===== src/sv/acs_pkg.sv =====
// Shared types and constants for the affinity chunk scheduler.
package acs_pkg;

	localparam int MAX_WORKERS  = 16;
	localparam int ITER_BITS    = 16;
	localparam int WID_BITS     = $clog2(MAX_WORKERS);
	localparam int TC_BITS      = 5;
	localparam int STATUS_BITS  = 2;
	localparam int CFG_IDX_BITS = 2;
	localparam int DIVQ_BITS    = ITER_BITS + 1;
	localparam int DIV_CNT_BITS = $clog2(DIVQ_BITS + 1);

	localparam logic CMD_RESTART = 1'b0;
	localparam logic CMD_REQUEST = 1'b1;

	localparam logic [STATUS_BITS-1:0] ST_RESTART = 2'd0;
	localparam logic [STATUS_BITS-1:0] ST_GRANT   = 2'd1;
	localparam logic [STATUS_BITS-1:0] ST_EMPTY   = 2'd2;
	localparam logic [STATUS_BITS-1:0] ST_BAD_ID  = 2'd3;

	localparam logic [CFG_IDX_BITS-1:0] REG_ITER_COUNT   = 2'd0;
	localparam logic [CFG_IDX_BITS-1:0] REG_THREAD_COUNT = 2'd1;
	localparam logic [CFG_IDX_BITS-1:0] REG_MIN_CHUNK    = 2'd2;

	localparam logic [ITER_BITS-1:0] ITER_COUNT_RST   = ITER_BITS'(1024);
	localparam logic [TC_BITS-1:0]   THREAD_COUNT_RST = TC_BITS'(16);
	localparam logic [ITER_BITS-1:0] MIN_CHUNK_RST    = ITER_BITS'(16);

	typedef enum logic [7:0] {
		S_IDLE     = 8'b0000_0001,
		S_RST_DIV  = 8'b0000_0010,
		S_RST_FILL = 8'b0000_0100,
		S_OWN      = 8'b0000_1000,
		S_SCAN     = 8'b0001_0000,
		S_DIV      = 8'b0010_0000,
		S_UPD      = 8'b0100_0000,
		S_OUT      = 8'b1000_0000
	} state_t;

	typedef struct packed {
		logic                 go;
		logic [DIVQ_BITS-1:0] dividend;
		logic [TC_BITS-1:0]   divisor;
	} div_req_t;

endpackage


===== src/sv/acs_div.sv =====
// Restoring divider, one quotient bit per cycle, small divisor.
module acs_div (
	input  logic                          clk,
	input  logic                          arst_n,
	input  acs_pkg::div_req_t             req,
	output logic                          done,
	output logic [acs_pkg::DIVQ_BITS-1:0] quotient
);
	import acs_pkg::*;

	logic                    busy_q;
	logic                    done_q;
	logic [DIV_CNT_BITS-1:0] cnt_q;
	logic [DIVQ_BITS-1:0]    quo_q;
	logic [TC_BITS-1:0]      rem_q;
	logic [TC_BITS-1:0]      dsr_q;
	logic [TC_BITS:0]        trial;
	logic [TC_BITS:0]        diff;
	logic                    ge;

	assign trial = {rem_q, quo_q[DIVQ_BITS-1]};
	assign ge    = trial >= {1'b0, dsr_q};
	assign diff  = trial - {1'b0, dsr_q};

	always_ff @(posedge clk or negedge arst_n) begin
		if (!arst_n) begin
			busy_q <= 1'b0;
			done_q <= 1'b0;
			cnt_q  <= '0;
			quo_q  <= '0;
			rem_q  <= '0;
			dsr_q  <= '0;
		end else begin
			done_q <= 1'b0;
			if (req.go) begin
				busy_q <= 1'b1;
				cnt_q  <= DIV_CNT_BITS'(DIVQ_BITS);
				quo_q  <= req.dividend;
				rem_q  <= '0;
				dsr_q  <= req.divisor;
			end else if (busy_q) begin
				// remainder stays below the divisor, so the top trial bit drops out
				rem_q <= ge ? diff[TC_BITS-1:0] : trial[TC_BITS-1:0];
				quo_q <= {quo_q[DIVQ_BITS-2:0], ge};
				cnt_q <= cnt_q - DIV_CNT_BITS'(1);
				if (cnt_q == DIV_CNT_BITS'(1)) begin
					busy_q <= 1'b0;
					done_q <= 1'b1;
				end
			end
		end
	end

	assign done     = done_q;
	assign quotient = quo_q;

endmodule


===== src/sv/affinity_chunk_scheduler_core.sv =====
// Affinity chunk scheduler: one item at a time, walking the worker table and a
// shared serial divider. A restart runs a 17-step divide for the block size,
// then writes one table entry per cycle over all 16 workers. A request whose
// worker id is out of range goes straight to the output; one whose worker still
// owns work divides that remainder. Otherwise it scans every active worker for
// the fullest block before the 17-step chunk divide, or ends with an empty result
// when that scan finds nothing. in_stall is high from acceptance until the result
// is loaded into the output register; a result may wait there while the next item
// is taken, and a held output stalls the sequencer before that load.
// Configuration writes take effect at once and belong in idle periods.
module affinity_chunk_scheduler_core (
	input  logic                                clk,
	input  logic                                arst_n,
	input  logic                                cfg_we,
	input  logic [acs_pkg::CFG_IDX_BITS-1:0]    cfg_index,
	input  logic [acs_pkg::ITER_BITS-1:0]       cfg_data,
	input  logic                                in_valid,
	output logic                                in_stall,
	input  logic                                cmd,
	input  logic [acs_pkg::WID_BITS-1:0]        worker_id,
	output logic                                out_valid,
	input  logic                                out_stall,
	output logic [acs_pkg::STATUS_BITS-1:0]     status,
	output logic [acs_pkg::ITER_BITS-1:0]       chunk_start,
	output logic [acs_pkg::ITER_BITS-1:0]       chunk_end,
	output logic [acs_pkg::WID_BITS-1:0]        source_worker
);
	import acs_pkg::*;

	state_t                 state_q;
	logic [ITER_BITS-1:0]   iter_count_q;
	logic [TC_BITS-1:0]     thread_count_q;
	logic [ITER_BITS-1:0]   min_chunk_q;

	logic [ITER_BITS-1:0]   next_free_q [MAX_WORKERS];
	logic [ITER_BITS-1:0]   block_end_q [MAX_WORKERS];

	logic [WID_BITS-1:0]    idx_q;
	logic [WID_BITS-1:0]    pos_q;
	logic [TC_BITS-1:0]     t_q;
	logic [ITER_BITS-1:0]   best_q;
	logic                   found_q;
	logic [ITER_BITS-1:0]   rem_q;
	logic [ITER_BITS-1:0]   per_q;
	logic [ITER_BITS-1:0]   acc_q;
	logic [ITER_BITS-1:0]   chunk_q;
	div_req_t               div_req_q;

	logic [STATUS_BITS-1:0] res_status_q;
	logic [ITER_BITS-1:0]   res_start_q;
	logic [ITER_BITS-1:0]   res_end_q;
	logic [WID_BITS-1:0]    res_src_q;

	logic                   out_valid_q;
	logic [STATUS_BITS-1:0] out_status_q;
	logic [ITER_BITS-1:0]   out_start_q;
	logic [ITER_BITS-1:0]   out_end_q;
	logic [WID_BITS-1:0]    out_src_q;

	logic                   div_done;
	logic [DIVQ_BITS-1:0]   div_quo;

	logic [TC_BITS-1:0]     t_act;
	logic                   in_acc;
	logic                   out_free;
	logic [ITER_BITS-1:0]   rd_nf;
	logic [ITER_BITS-1:0]   rd_be;
	logic [ITER_BITS-1:0]   rd_rem;
	logic                   better;
	logic [ITER_BITS-1:0]   best_n;
	logic [WID_BITS-1:0]    pos_n;
	logic                   found_n;
	logic                   scan_last;
	logic [ITER_BITS:0]     fill_sum;
	logic [ITER_BITS-1:0]   fill_hi;
	logic                   fill_live;
	logic [ITER_BITS-1:0]   chunk_n;
	logic [ITER_BITS-1:0]   grant_end;
	logic                   wr_en;
	logic                   wr_be_en;
	logic [ITER_BITS-1:0]   wr_nf;
	logic [ITER_BITS-1:0]   wr_be;

	function automatic logic [DIVQ_BITS-1:0] ceil_num(
		input logic [ITER_BITS-1:0] x,
		input logic [TC_BITS-1:0]   t
	);
		ceil_num = DIVQ_BITS'(x) + DIVQ_BITS'(t) - DIVQ_BITS'(1);
	endfunction

	acs_div u_div (
		.clk      (clk),
		.arst_n   (arst_n),
		.req      (div_req_q),
		.done     (div_done),
		.quotient (div_quo)
	);

	always_comb begin
		if (thread_count_q == '0) begin
			t_act = TC_BITS'(1);
		end else if (thread_count_q > TC_BITS'(MAX_WORKERS)) begin
			t_act = TC_BITS'(MAX_WORKERS);
		end else begin
			t_act = thread_count_q;
		end
	end

	assign in_stall = (state_q != S_IDLE);
	assign in_acc   = in_valid && !in_stall;
	assign out_free = !out_valid_q || !out_stall;

	// single table read port, addressed by the sequencer index
	assign rd_nf  = next_free_q[idx_q];
	assign rd_be  = block_end_q[idx_q];
	assign rd_rem = (rd_be > rd_nf) ? (rd_be - rd_nf) : '0;

	assign better    = rd_rem > best_q;
	assign best_n    = better ? rd_rem : best_q;
	assign pos_n     = better ? idx_q : pos_q;
	assign found_n   = found_q || better;
	assign scan_last = TC_BITS'(idx_q) == (t_q - TC_BITS'(1));

	// block bounds at restart: running end, clamped at the iteration count
	assign fill_sum  = {1'b0, acc_q} + {1'b0, per_q};
	assign fill_hi   = (fill_sum > {1'b0, iter_count_q}) ? iter_count_q
	                                                     : fill_sum[ITER_BITS-1:0];
	assign fill_live = TC_BITS'(idx_q) < t_q;

	always_comb begin
		if (min_chunk_q != '0 && div_quo < DIVQ_BITS'(min_chunk_q)) begin
			chunk_n = (rem_q >= min_chunk_q) ? min_chunk_q : rem_q;
		end else begin
			chunk_n = div_quo[ITER_BITS-1:0];
		end
	end

	assign grant_end = rd_nf + chunk_q;

	always_comb begin
		wr_en    = 1'b0;
		wr_be_en = 1'b0;
		wr_nf    = grant_end;
		wr_be    = '0;
		case (state_q)
			S_RST_FILL: begin
				wr_en    = 1'b1;
				wr_be_en = 1'b1;
				wr_nf    = fill_live ? acc_q : '0;
				wr_be    = fill_live ? fill_hi : '0;
			end
			S_UPD: begin
				wr_en = 1'b1;
			end
			default: begin
				wr_en = 1'b0;
			end
		endcase
	end

	always_ff @(posedge clk or negedge arst_n) begin
		if (!arst_n) begin
			for (int i = 0; i < MAX_WORKERS; i++) begin
				next_free_q[i] <= '0;
				block_end_q[i] <= '0;
			end
		end else if (wr_en) begin
			next_free_q[idx_q] <= wr_nf;
			if (wr_be_en) begin
				block_end_q[idx_q] <= wr_be;
			end
		end
	end

	always_ff @(posedge clk or negedge arst_n) begin
		if (!arst_n) begin
			iter_count_q   <= ITER_COUNT_RST;
			thread_count_q <= THREAD_COUNT_RST;
			min_chunk_q    <= MIN_CHUNK_RST;
		end else if (cfg_we) begin
			case (cfg_index)
				REG_ITER_COUNT:   iter_count_q   <= cfg_data;
				REG_THREAD_COUNT: thread_count_q <= cfg_data[TC_BITS-1:0];
				REG_MIN_CHUNK:    min_chunk_q    <= cfg_data;
				default:          ;
			endcase
		end
	end

	always_ff @(posedge clk or negedge arst_n) begin
		if (!arst_n) begin
			state_q      <= S_IDLE;
			idx_q        <= '0;
			pos_q        <= '0;
			t_q          <= TC_BITS'(1);
			best_q       <= '0;
			found_q      <= 1'b0;
			rem_q        <= '0;
			per_q        <= '0;
			acc_q        <= '0;
			chunk_q      <= '0;
			div_req_q    <= '0;
			res_status_q <= ST_RESTART;
			res_start_q  <= '0;
			res_end_q    <= '0;
			res_src_q    <= '0;
			out_valid_q  <= 1'b0;
			out_status_q <= ST_RESTART;
			out_start_q  <= '0;
			out_end_q    <= '0;
			out_src_q    <= '0;
		end else begin
			// in S_OUT a taken result is replaced by the next one
			if (out_valid_q && !out_stall && state_q != S_OUT) begin
				out_valid_q <= 1'b0;
			end
			case (state_q)
				S_IDLE: begin
					div_req_q.go <= in_acc && (cmd == CMD_RESTART);
					if (in_acc) begin
						t_q          <= t_act;
						res_status_q <= ST_BAD_ID;
						res_start_q  <= '0;
						res_end_q    <= '0;
						res_src_q    <= '0;
						if (cmd == CMD_RESTART) begin
							div_req_q.dividend <= ceil_num(iter_count_q, t_act);
							div_req_q.divisor  <= t_act;
							state_q            <= S_RST_DIV;
						end else if (TC_BITS'(worker_id) >= t_act) begin
							state_q <= S_OUT;
						end else begin
							idx_q   <= worker_id;
							state_q <= S_OWN;
						end
					end
				end
				S_RST_DIV: begin
					div_req_q.go <= 1'b0;
					if (div_done) begin
						per_q   <= div_quo[ITER_BITS-1:0];
						acc_q   <= '0;
						idx_q   <= '0;
						state_q <= S_RST_FILL;
					end
				end
				S_RST_FILL: begin
					div_req_q.go <= 1'b0;
					if (fill_live) begin
						acc_q <= fill_hi;
					end
					idx_q <= idx_q + WID_BITS'(1);
					if (idx_q == WID_BITS'(MAX_WORKERS - 1)) begin
						res_status_q <= ST_RESTART;
						state_q      <= S_OUT;
					end
				end
				S_OWN: begin
					div_req_q.go <= (rd_rem != '0);
					if (rd_rem != '0) begin
						pos_q              <= idx_q;
						rem_q              <= rd_rem;
						div_req_q.dividend <= ceil_num(rd_rem, t_q);
						div_req_q.divisor  <= t_q;
						state_q            <= S_DIV;
					end else begin
						idx_q   <= '0;
						pos_q   <= '0;
						best_q  <= '0;
						found_q <= 1'b0;
						state_q <= S_SCAN;
					end
				end
				S_SCAN: begin
					div_req_q.go <= scan_last && found_n;
					best_q  <= best_n;
					pos_q   <= pos_n;
					found_q <= found_n;
					if (scan_last) begin
						if (found_n) begin
							idx_q              <= pos_n;
							rem_q              <= best_n;
							div_req_q.dividend <= ceil_num(best_n, t_q);
							div_req_q.divisor  <= t_q;
							state_q            <= S_DIV;
						end else begin
							res_status_q <= ST_EMPTY;
							state_q      <= S_OUT;
						end
					end else begin
						idx_q <= idx_q + WID_BITS'(1);
					end
				end
				S_DIV: begin
					div_req_q.go <= 1'b0;
					if (div_done) begin
						chunk_q <= chunk_n;
						state_q <= S_UPD;
					end
				end
				S_UPD: begin
					div_req_q.go <= 1'b0;
					res_status_q <= ST_GRANT;
					res_start_q  <= rd_nf;
					res_end_q    <= grant_end;
					res_src_q    <= pos_q;
					state_q      <= S_OUT;
				end
				S_OUT: begin
					div_req_q.go <= 1'b0;
					if (out_free) begin
						out_valid_q  <= 1'b1;
						out_status_q <= res_status_q;
						out_start_q  <= res_start_q;
						out_end_q    <= res_end_q;
						out_src_q    <= res_src_q;
						state_q      <= S_IDLE;
					end
				end
				default: begin
					div_req_q.go <= 1'b0;
					state_q      <= S_IDLE;
				end
			endcase
		end
	end

	assign out_valid     = out_valid_q;
	assign status        = out_status_q;
	assign chunk_start   = out_start_q;
	assign chunk_end     = out_end_q;
	assign source_worker = out_src_q;

`ifndef SYNTH
	a_zero_unless_grant: assert property (@(posedge clk) disable iff (!arst_n)
		out_valid && status != ST_GRANT |->
			chunk_start == '0 && chunk_end == '0 && source_worker == '0)
		else $error("non-grant result carries chunk data");

	a_grant_nonempty: assert property (@(posedge clk) disable iff (!arst_n)
		out_valid && status == ST_GRANT |-> chunk_end > chunk_start)
		else $error("granted chunk is empty or wraps");

	a_div_done_expected: assert property (@(posedge clk) disable iff (!arst_n)
		div_done |-> (state_q == S_DIV || state_q == S_RST_DIV))
		else $error("divider finished outside a divide wait");

	a_accept_leaves_idle: assert property (@(posedge clk) disable iff (!arst_n)
		in_valid && !in_stall |=> state_q != S_IDLE)
		else $error("accepted item did not start the sequencer");
`endif

endmodule

===== config.mk =====
export PLATFORM = sky130hd
export DESIGN_NAME = affinity_chunk_scheduler_core
export DESIGN_NICKNAME = d
export VERILOG_FILES = /design/src/sv/acs_pkg.sv /design/src/sv/acs_div.sv /design/src/sv/affinity_chunk_scheduler_core.sv
export SDC_FILE = /design/constraint.sdc
export NUM_CORES = 2
export LEC_CHECK = 0
export BUFFER_PORTS_ARGS = -buffer_cell sky130_fd_sc_hd__buf_2
export CAP_MARGIN = 10
export CORE_AREA = 4 4 267 269
export CTS_BUF_LIST = sky130_fd_sc_hd__clkbuf_8
export CTS_CLUSTER_DIAMETER = 50
export DETAILED_ROUTE_END_ITERATION = 10
export DIE_AREA = 0 0 271 273
export MAX_ROUTING_LAYER = met4
export PLACE_DENSITY = 0.78
export RECOVER_POWER = 100
export SLEW_MARGIN = 20
export SYNTH_ARGS = -nofsm -noshare
export SYNTH_HDL_FRONTEND = slang
export SYNTH_HIERARCHICAL = 1
export SYNTH_SLANG_ARGS = --single-unit
export TNS_END_PERCENT = 50

===== constraint.sdc =====
create_clock -name clk -period 8.3 [get_ports clk]
set_clock_uncertainty 0.2 [all_clocks]
set_input_delay 2.49 -clock clk [delete_from_list [all_inputs] [get_ports clk]]
set_output_delay 2.49 -clock clk [all_outputs]
set_load 0.05 [all_outputs]

# Yosys cells after proc, flatten, opt, wreduce, memory -nomap -nowiden
# Cells that the tools add are included.
# totals
word_cells	247
regBits	785
out_inout_bits	40
in_bits	28
# op_classes
order_cmp	11
bitwise	2
reduce_logical	40
n_eq_ne	30
n_addsub	13
n_mux	88
# ops
operator	n
$bwmux W256	2
$mux W16	21
$pmux W16 S2	5
$bmux W16 S4	2
$mux W22	5
$mux W8	9
$pmux W22 S3	1
$demux W16 S4	1
$pmux W8 S8	1
$add A16 B5 Y17	3
$sub A17 B1 Y17 const B	3
$mux W4	9
$mux W5	7
$mux W17	2
$gt A16 B16 Y1	2
$reduce_bool A16 Y1	2
$ne A2 B2 Y1 const B	12
$pmux W4 S5	1
$reduce_and A2 Y1	10
$reduce_and A6 Y1	3
$add A16 B16 Y17	1
$gt A17 B16 Y1	1
$lt A17 B16 Y1	1
$add A16 B16 Y16	1
other kinds (50)	79

# Logic depth before layout (Yosys ltp)
# logic_depth
word_depth	13
ltp_mapped	42
depth_no_buf	37

# Modules after synthesis
# Netlist, hierarchy kept.
# modules_own_cells
mod	seq_area_each_um2	instances	area_per_inst_um2	cells_per_inst
affinity_chunk_scheduler_core	18799.3	1	38504.4	3728
acs_div	850.8	1	1818.0	174

# Worst setup path before layout
# No wires, ideal clock.
# synth_path
path_type	register -> register
start	register idx_q[0]
end	register div_req_q[20] (netlist bit)
setup_slack_ns	-0.737
synth_period_minus_slack_ns	9.037
t_arrival_ns	8.716
setup_time_ns	0.121
stages_incl_launch_ff	41
path_cell_list	dfrtp_1 -> buf_2 -> buf_2 -> buf_1 -> buf_1 -> mux4_2 -> mux4_2 -> ha_1 -> a211oi_1 -> nor2_1 -> nor3_1 -> o21ai_1 -> a21o_1 -> a21oi_1 -> xor2_1 -> nor2_1 -> ha_1 -> and3_1 -> [... 5 more ...] -> inv_1 -> buf_2 -> mux2i_1 -> ha_1 -> inv_1 -> ha_1 -> inv_1 -> fa_1 -> nor2b_1 -> o21ai_0 -> a21boi_0 -> o2111ai_1 -> a21oi_1 -> nor2_1 -> a211o_1 -> xor2_1 -> o22ai_1 -> o22a_1
# synth_via
elab_chain_len	13
word_cells_on_any_way	27
# synth_rtl
element	line	text
start, declared	affinity_chunk_scheduler_core.sv:38	logic [WID_BITS-1:0] idx_q;
start signal, assigned	affinity_chunk_scheduler_core.sv:233	idx_q <= worker_id;
start signal, assigned	affinity_chunk_scheduler_core.sv:252	idx_q <= idx_q + WID_BITS'(1);
start signal, assigned	affinity_chunk_scheduler_core.sv:281	idx_q <= pos_n;
$not A4 Y5 (not written as such)	affinity_chunk_scheduler_core.sv:114, affinity_chunk_scheduler_core.sv:115	
$bmux W16 S4, on equally long branches	affinity_chunk_scheduler_core.sv:115, affinity_chunk_scheduler_core.sv:114	
$mux W16, on equally long branches (2 in a row)	affinity_chunk_scheduler_core.sv:115, affinity_chunk_scheduler_core.sv:114	
$sub A16 B16 Y16 / $gt A16 B16 Y1 (equally long branches)	affinity_chunk_scheduler_core.sv:116	assign rd_rem = (rd_be > rd_nf) ? (rd_be - rd_nf) : '0;
$mux W16	affinity_chunk_scheduler_core.sv:116	
$gt A16 B16 Y1	affinity_chunk_scheduler_core.sv:118	assign better = rd_rem > best_q;
$mux W16	affinity_chunk_scheduler_core.sv:119	assign best_n = better ? rd_rem : best_q;
$add A16 B5 Y17	affinity_chunk_scheduler_core.sv:88	ceil_num = DIVQ_BITS'(x) + DIVQ_BITS'(t) - DIVQ_BITS'(1);
$sub A17 B1 Y17	affinity_chunk_scheduler_core.sv:88	
$mux W22	affinity_chunk_scheduler_core.sv:280	if (found_n) begin
$mux W22	affinity_chunk_scheduler_core.sv:279	if (scan_last) begin
$pmux W22 S3	affinity_chunk_scheduler_core.sv:217	case (state_q)
end, declared	affinity_chunk_scheduler_core.sv:47	div_req_t div_req_q;
# Parallel ways exist; a longest one is shown, timed or not. The select of a mux whose other input is x is not followed.
# A chain may end at the register's enable or synchronous reset.

# Worst setup path in the final report
# layout_path
start	register idx_q[0]
end	register div_req_q[14] (netlist bit)
# The elaborated chain is that of the path after synthesis.

==> metrics <==
outcome=finished with violations; violations in the final reports=max-capacitance violations, max-slew violations; total die area=74000 um2; overall global routing resource usage=0.333; routability cong.=0.971; count of vias placed by the detailed router=31900; latest clock arrival within the worst-skew pair=0.80 ns; classification of the worst setup path=register to register; delay contributed by the slowest stage of the critical path=0.55 ns; instance area at placement=42300 um2; Worst setup SP type=register; cell with the largest stage delay on the worst path=dfrtp_4; maximum frequency from static timing analysis=124 MHz; Detailed Place HPWL=84900 um; Final Slew Violations=856; CORE AREA=68600 um2; Distinct cells, synth=93; Clock Path Buffers=3; worst rel slew slack=-1.10; PwrDens=398 nW/um2; number of hold-repair buffers added at the cts stage=0; Fin. Hold Viols=0; antenna viol nets, final=0; Clock transition at path regs=0.06 ns; y dimension of the die=273 um; Synth Register Bits=785; Crit path arrival time=8.50 ns; number of buffers inserted during clock tree synthesis=134; final critical-path share of the clock period=0.972; minimum hold slack=0.277 ns; H-tree depth reported by CTS=4; PnR Total Power=18.1 mW; max-capacitance violation count=11; number of global-route vias before repair=31000; final critical-path required period=8.07 ns; Area growth, synth to finish=12.9%; Max Fanout on Critical Path=14; number of top-level pins=68; worst-case setup slack after placement=0.0513 ns; area of all placed cells without fillers=45500 um2; total congestion overflow=0; proportion of synthesized flip-flops having asynchronous set or reset=1.00; combined area of all synthesized cells=40300 um2; root cell of the clock tree=clkbuf_8; class of the worst hold path=register to register; met3 track utilization from global routing=0.0557; Crit path top cell by count=ha_1; Synth Flop Type=dfrtp_1; end-of-flow core utilization=0.663; fraction of final layout cells sized beyond drive strength 1=0.182; wire length of the first global-routing pass=184000 um; met2 Resource Use GR=0.507; Port Buf Inserts=67; Total Wirelength=120000 um; number of synthesized flops with an enable pin=0; top area cells in the synthesized netlist=dfrtp_1, mux4_2, o21ai_0; synthesized area per cell=10.3 um2; Post-Synthesis Cells=3902; num rows=96; busiest layer in global routing=met2; endpoint kind of the worst setup timing path=register; initial antenna violation count=1; proportion of netlist area held by the largest area contributor=0.484; grt met1 use=0.442; Data required, critical path=8.74 ns; Horiz. Die Dim=271 um; peak supply drop=0.724 mV; clock tree from TritonCTS=yes; Starting Density=0.588; actual transition at the worst max-transition pin=3.15 ns; violation count after the first detailed-routing iteration=3321; # DRC=0; leakage power=21.0 nW; final setup fails=0; most area-hungry cell type in the Yosys netlist=dfrtp_1; via density per instance=6.25; wire length per cell=23.5 um; post-synthesis sequential area ratio=0.487; number of nets in the synthesized netlist=4132; CTS sink count=785; Synth warnings=6; number of iterations in the first detailed-routing pass=7; pin count of the biggest net entering global routing=156; post-layout net count=4286; smallest setup slack after layout=0.231 ns
-- metrics by stage --
step | TNS [ns] | instances
6_report | 0 | 5100
5_1_grt | -0.297 | 5100
4_1_cts | 0 | 5065
3_5_place_dp | 0 | 4817
3_3_place_gp | 0 | 4816
2_1_floorplan | 0 | 3902
-- layout by cell type, fill, tap and decap left out, types with 10 or more instances in the layout --
cell	n
mux2_2	97
o211ai_1	10
o21ai_0	647
o21ai_1	21
inv_2	10
o31ai_1	22
nand2b_1	18
nor3_1	29
buf_4	155
inv_1	203
xnor2_1	59
clkbuf_1	56
a21oi_1	112
a21o_1	57
clkbuf_8	162
mux4_2	160
ha_1	190
nand3_1	54
xor2_1	26
nor2b_1	13
o22ai_1	14
dfrtp_1	777
a22o_1	17
nor2_1	134
clkinv_2	21
a21oi_2	11
mux2i_1	45
nand4_1	27
o21a_1	16
buf_12	14
a31oi_1	26
nand2_1	719
buf_2	23
-- per-layer routing --
metal  vias up  wire, um  part of all wire
met5         -         0                 0
met4         0      6490             0.054
met1     15900     47700              0.40
met3       351      9720             0.081
li1      14100         -                 -
met2      1520     56000              0.47
-- critical path, delay by kind of cell, from the launching register on --
kind / cells / cell delay, ns
muxes: 3 / 1.24
xor gates and xnor gates: 1 / 0.17
DFF: 1 / 0.55
adders and majority gates: 4 / 1.08
and+or+nand+nor: 6 / 1.02
AOI/OAI and AO/OA: 12 / 2.12
buffers and inverters: 11 / 1.52
-- Yosys cell counts (all sizes together) (4+ instances only) --
cell type  instances
dfrtp            780
nand2            720
o21ai            671
ha               195
clkbuf           188
inv              168
mux4             160
nor2             135
a21oi            123
mux2              97
xnor2             61
a21o              57
nand3             56
buf               54
mux2i             52
nor3              32
a31oi             27
nand4             27
xor2              26
o31ai             24
nand2b            19
o21a              18
a22o              17
nor2b             15
o22ai             15
nor4              11
o211ai            11
and2               8
and3               8
o21bai             8
a22oi              7
fa                 7
nor3b              7
a211oi             6
nand3b             6
or2                6
or3                6
or4                6
a221oi             5
a31o               5
dfstp              5
o31a               4
-- power by group --
part           switching (mW)  total, mW  internal, mW
sequential              0.562       4.90          4.34
combinational            5.75       9.58          3.83
clock                    1.66       3.65          1.98
total                    7.97       18.1          10.1
-- path summary, 6_finish.rpt --
check,start,end,slack [ns],cells after the start
min reg2reg,block_end_q[92]$_DFFE_PN0P_,block_end_q[92]$_DFFE_PN0P_,0.28,2
max reg2reg,idx_q[0]$_DFFE_PN0P_,div_req_q[14]$_DFFE_PN0P_,0.23,37
max in group asynchronous,arst_n,block_end_q[144]$_DFFE_PN0P_,1.08,2
max,idx_q[0]$_DFFE_PN0P_,div_req_q[14]$_DFFE_PN0P_,0.23,37
min,block_end_q[92]$_DFFE_PN0P_,block_end_q[92]$_DFFE_PN0P_,0.28,2
min in group asynchronous,arst_n,chunk_start[14]$_DFFE_PN0P_,2.47,1
-- layout make-up --
cell class	count	area (um2)
diodes	1	2.50
clock buffers	162	2230
clock inverters	86	594
fillers	5169	23100
inverters	168	631
multi-input cells	2707	19300
flip-flops and latches	785	19700
well taps	931	1160
repair buffers	260	1940
-- cells by family after synthesis --
group | after synthesis | synth area share
AOI/OAI and AO/OA | 1038 | 0.147
xor gates and xnor gates | 87 | 0.0191
adders and majority gates | 202 | 0.0640
buffers and inverters | 410 | 0.0405
DFF | 785 | 0.487
muxes | 309 | 0.129
and+or+nand+nor | 1071 | 0.113
-- flip-flops by register name, indices dropped and copies added, names as in the netlist, 5 cells and up --
name            count
iter_count_q       16
u_div/cnt_q         5
u_div/quotient     17
state_q             8
min_chunk_q        16
res_end_q          16
res_start_q        16
chunk_start        16
div_req_q          23
u_div/dsr_q         5
acc_q              16
u_div/rem_q         5
best_q             16
block_end_q       256
thread_count_q      5
t_q                 5
next_free_q       256
rem_q              16
chunk_end          16
per_q              16
chunk_q            16
-- timing repair --
item / 4_1_cts / 5_1_grt
buffers inserted: 0 / 32
resized for setup: 0 / 58
endpoints found under the hold margin: 0 / 0
endpoints found under the setup margin: 0 / 10
Power figures use the tool's default switching activity.
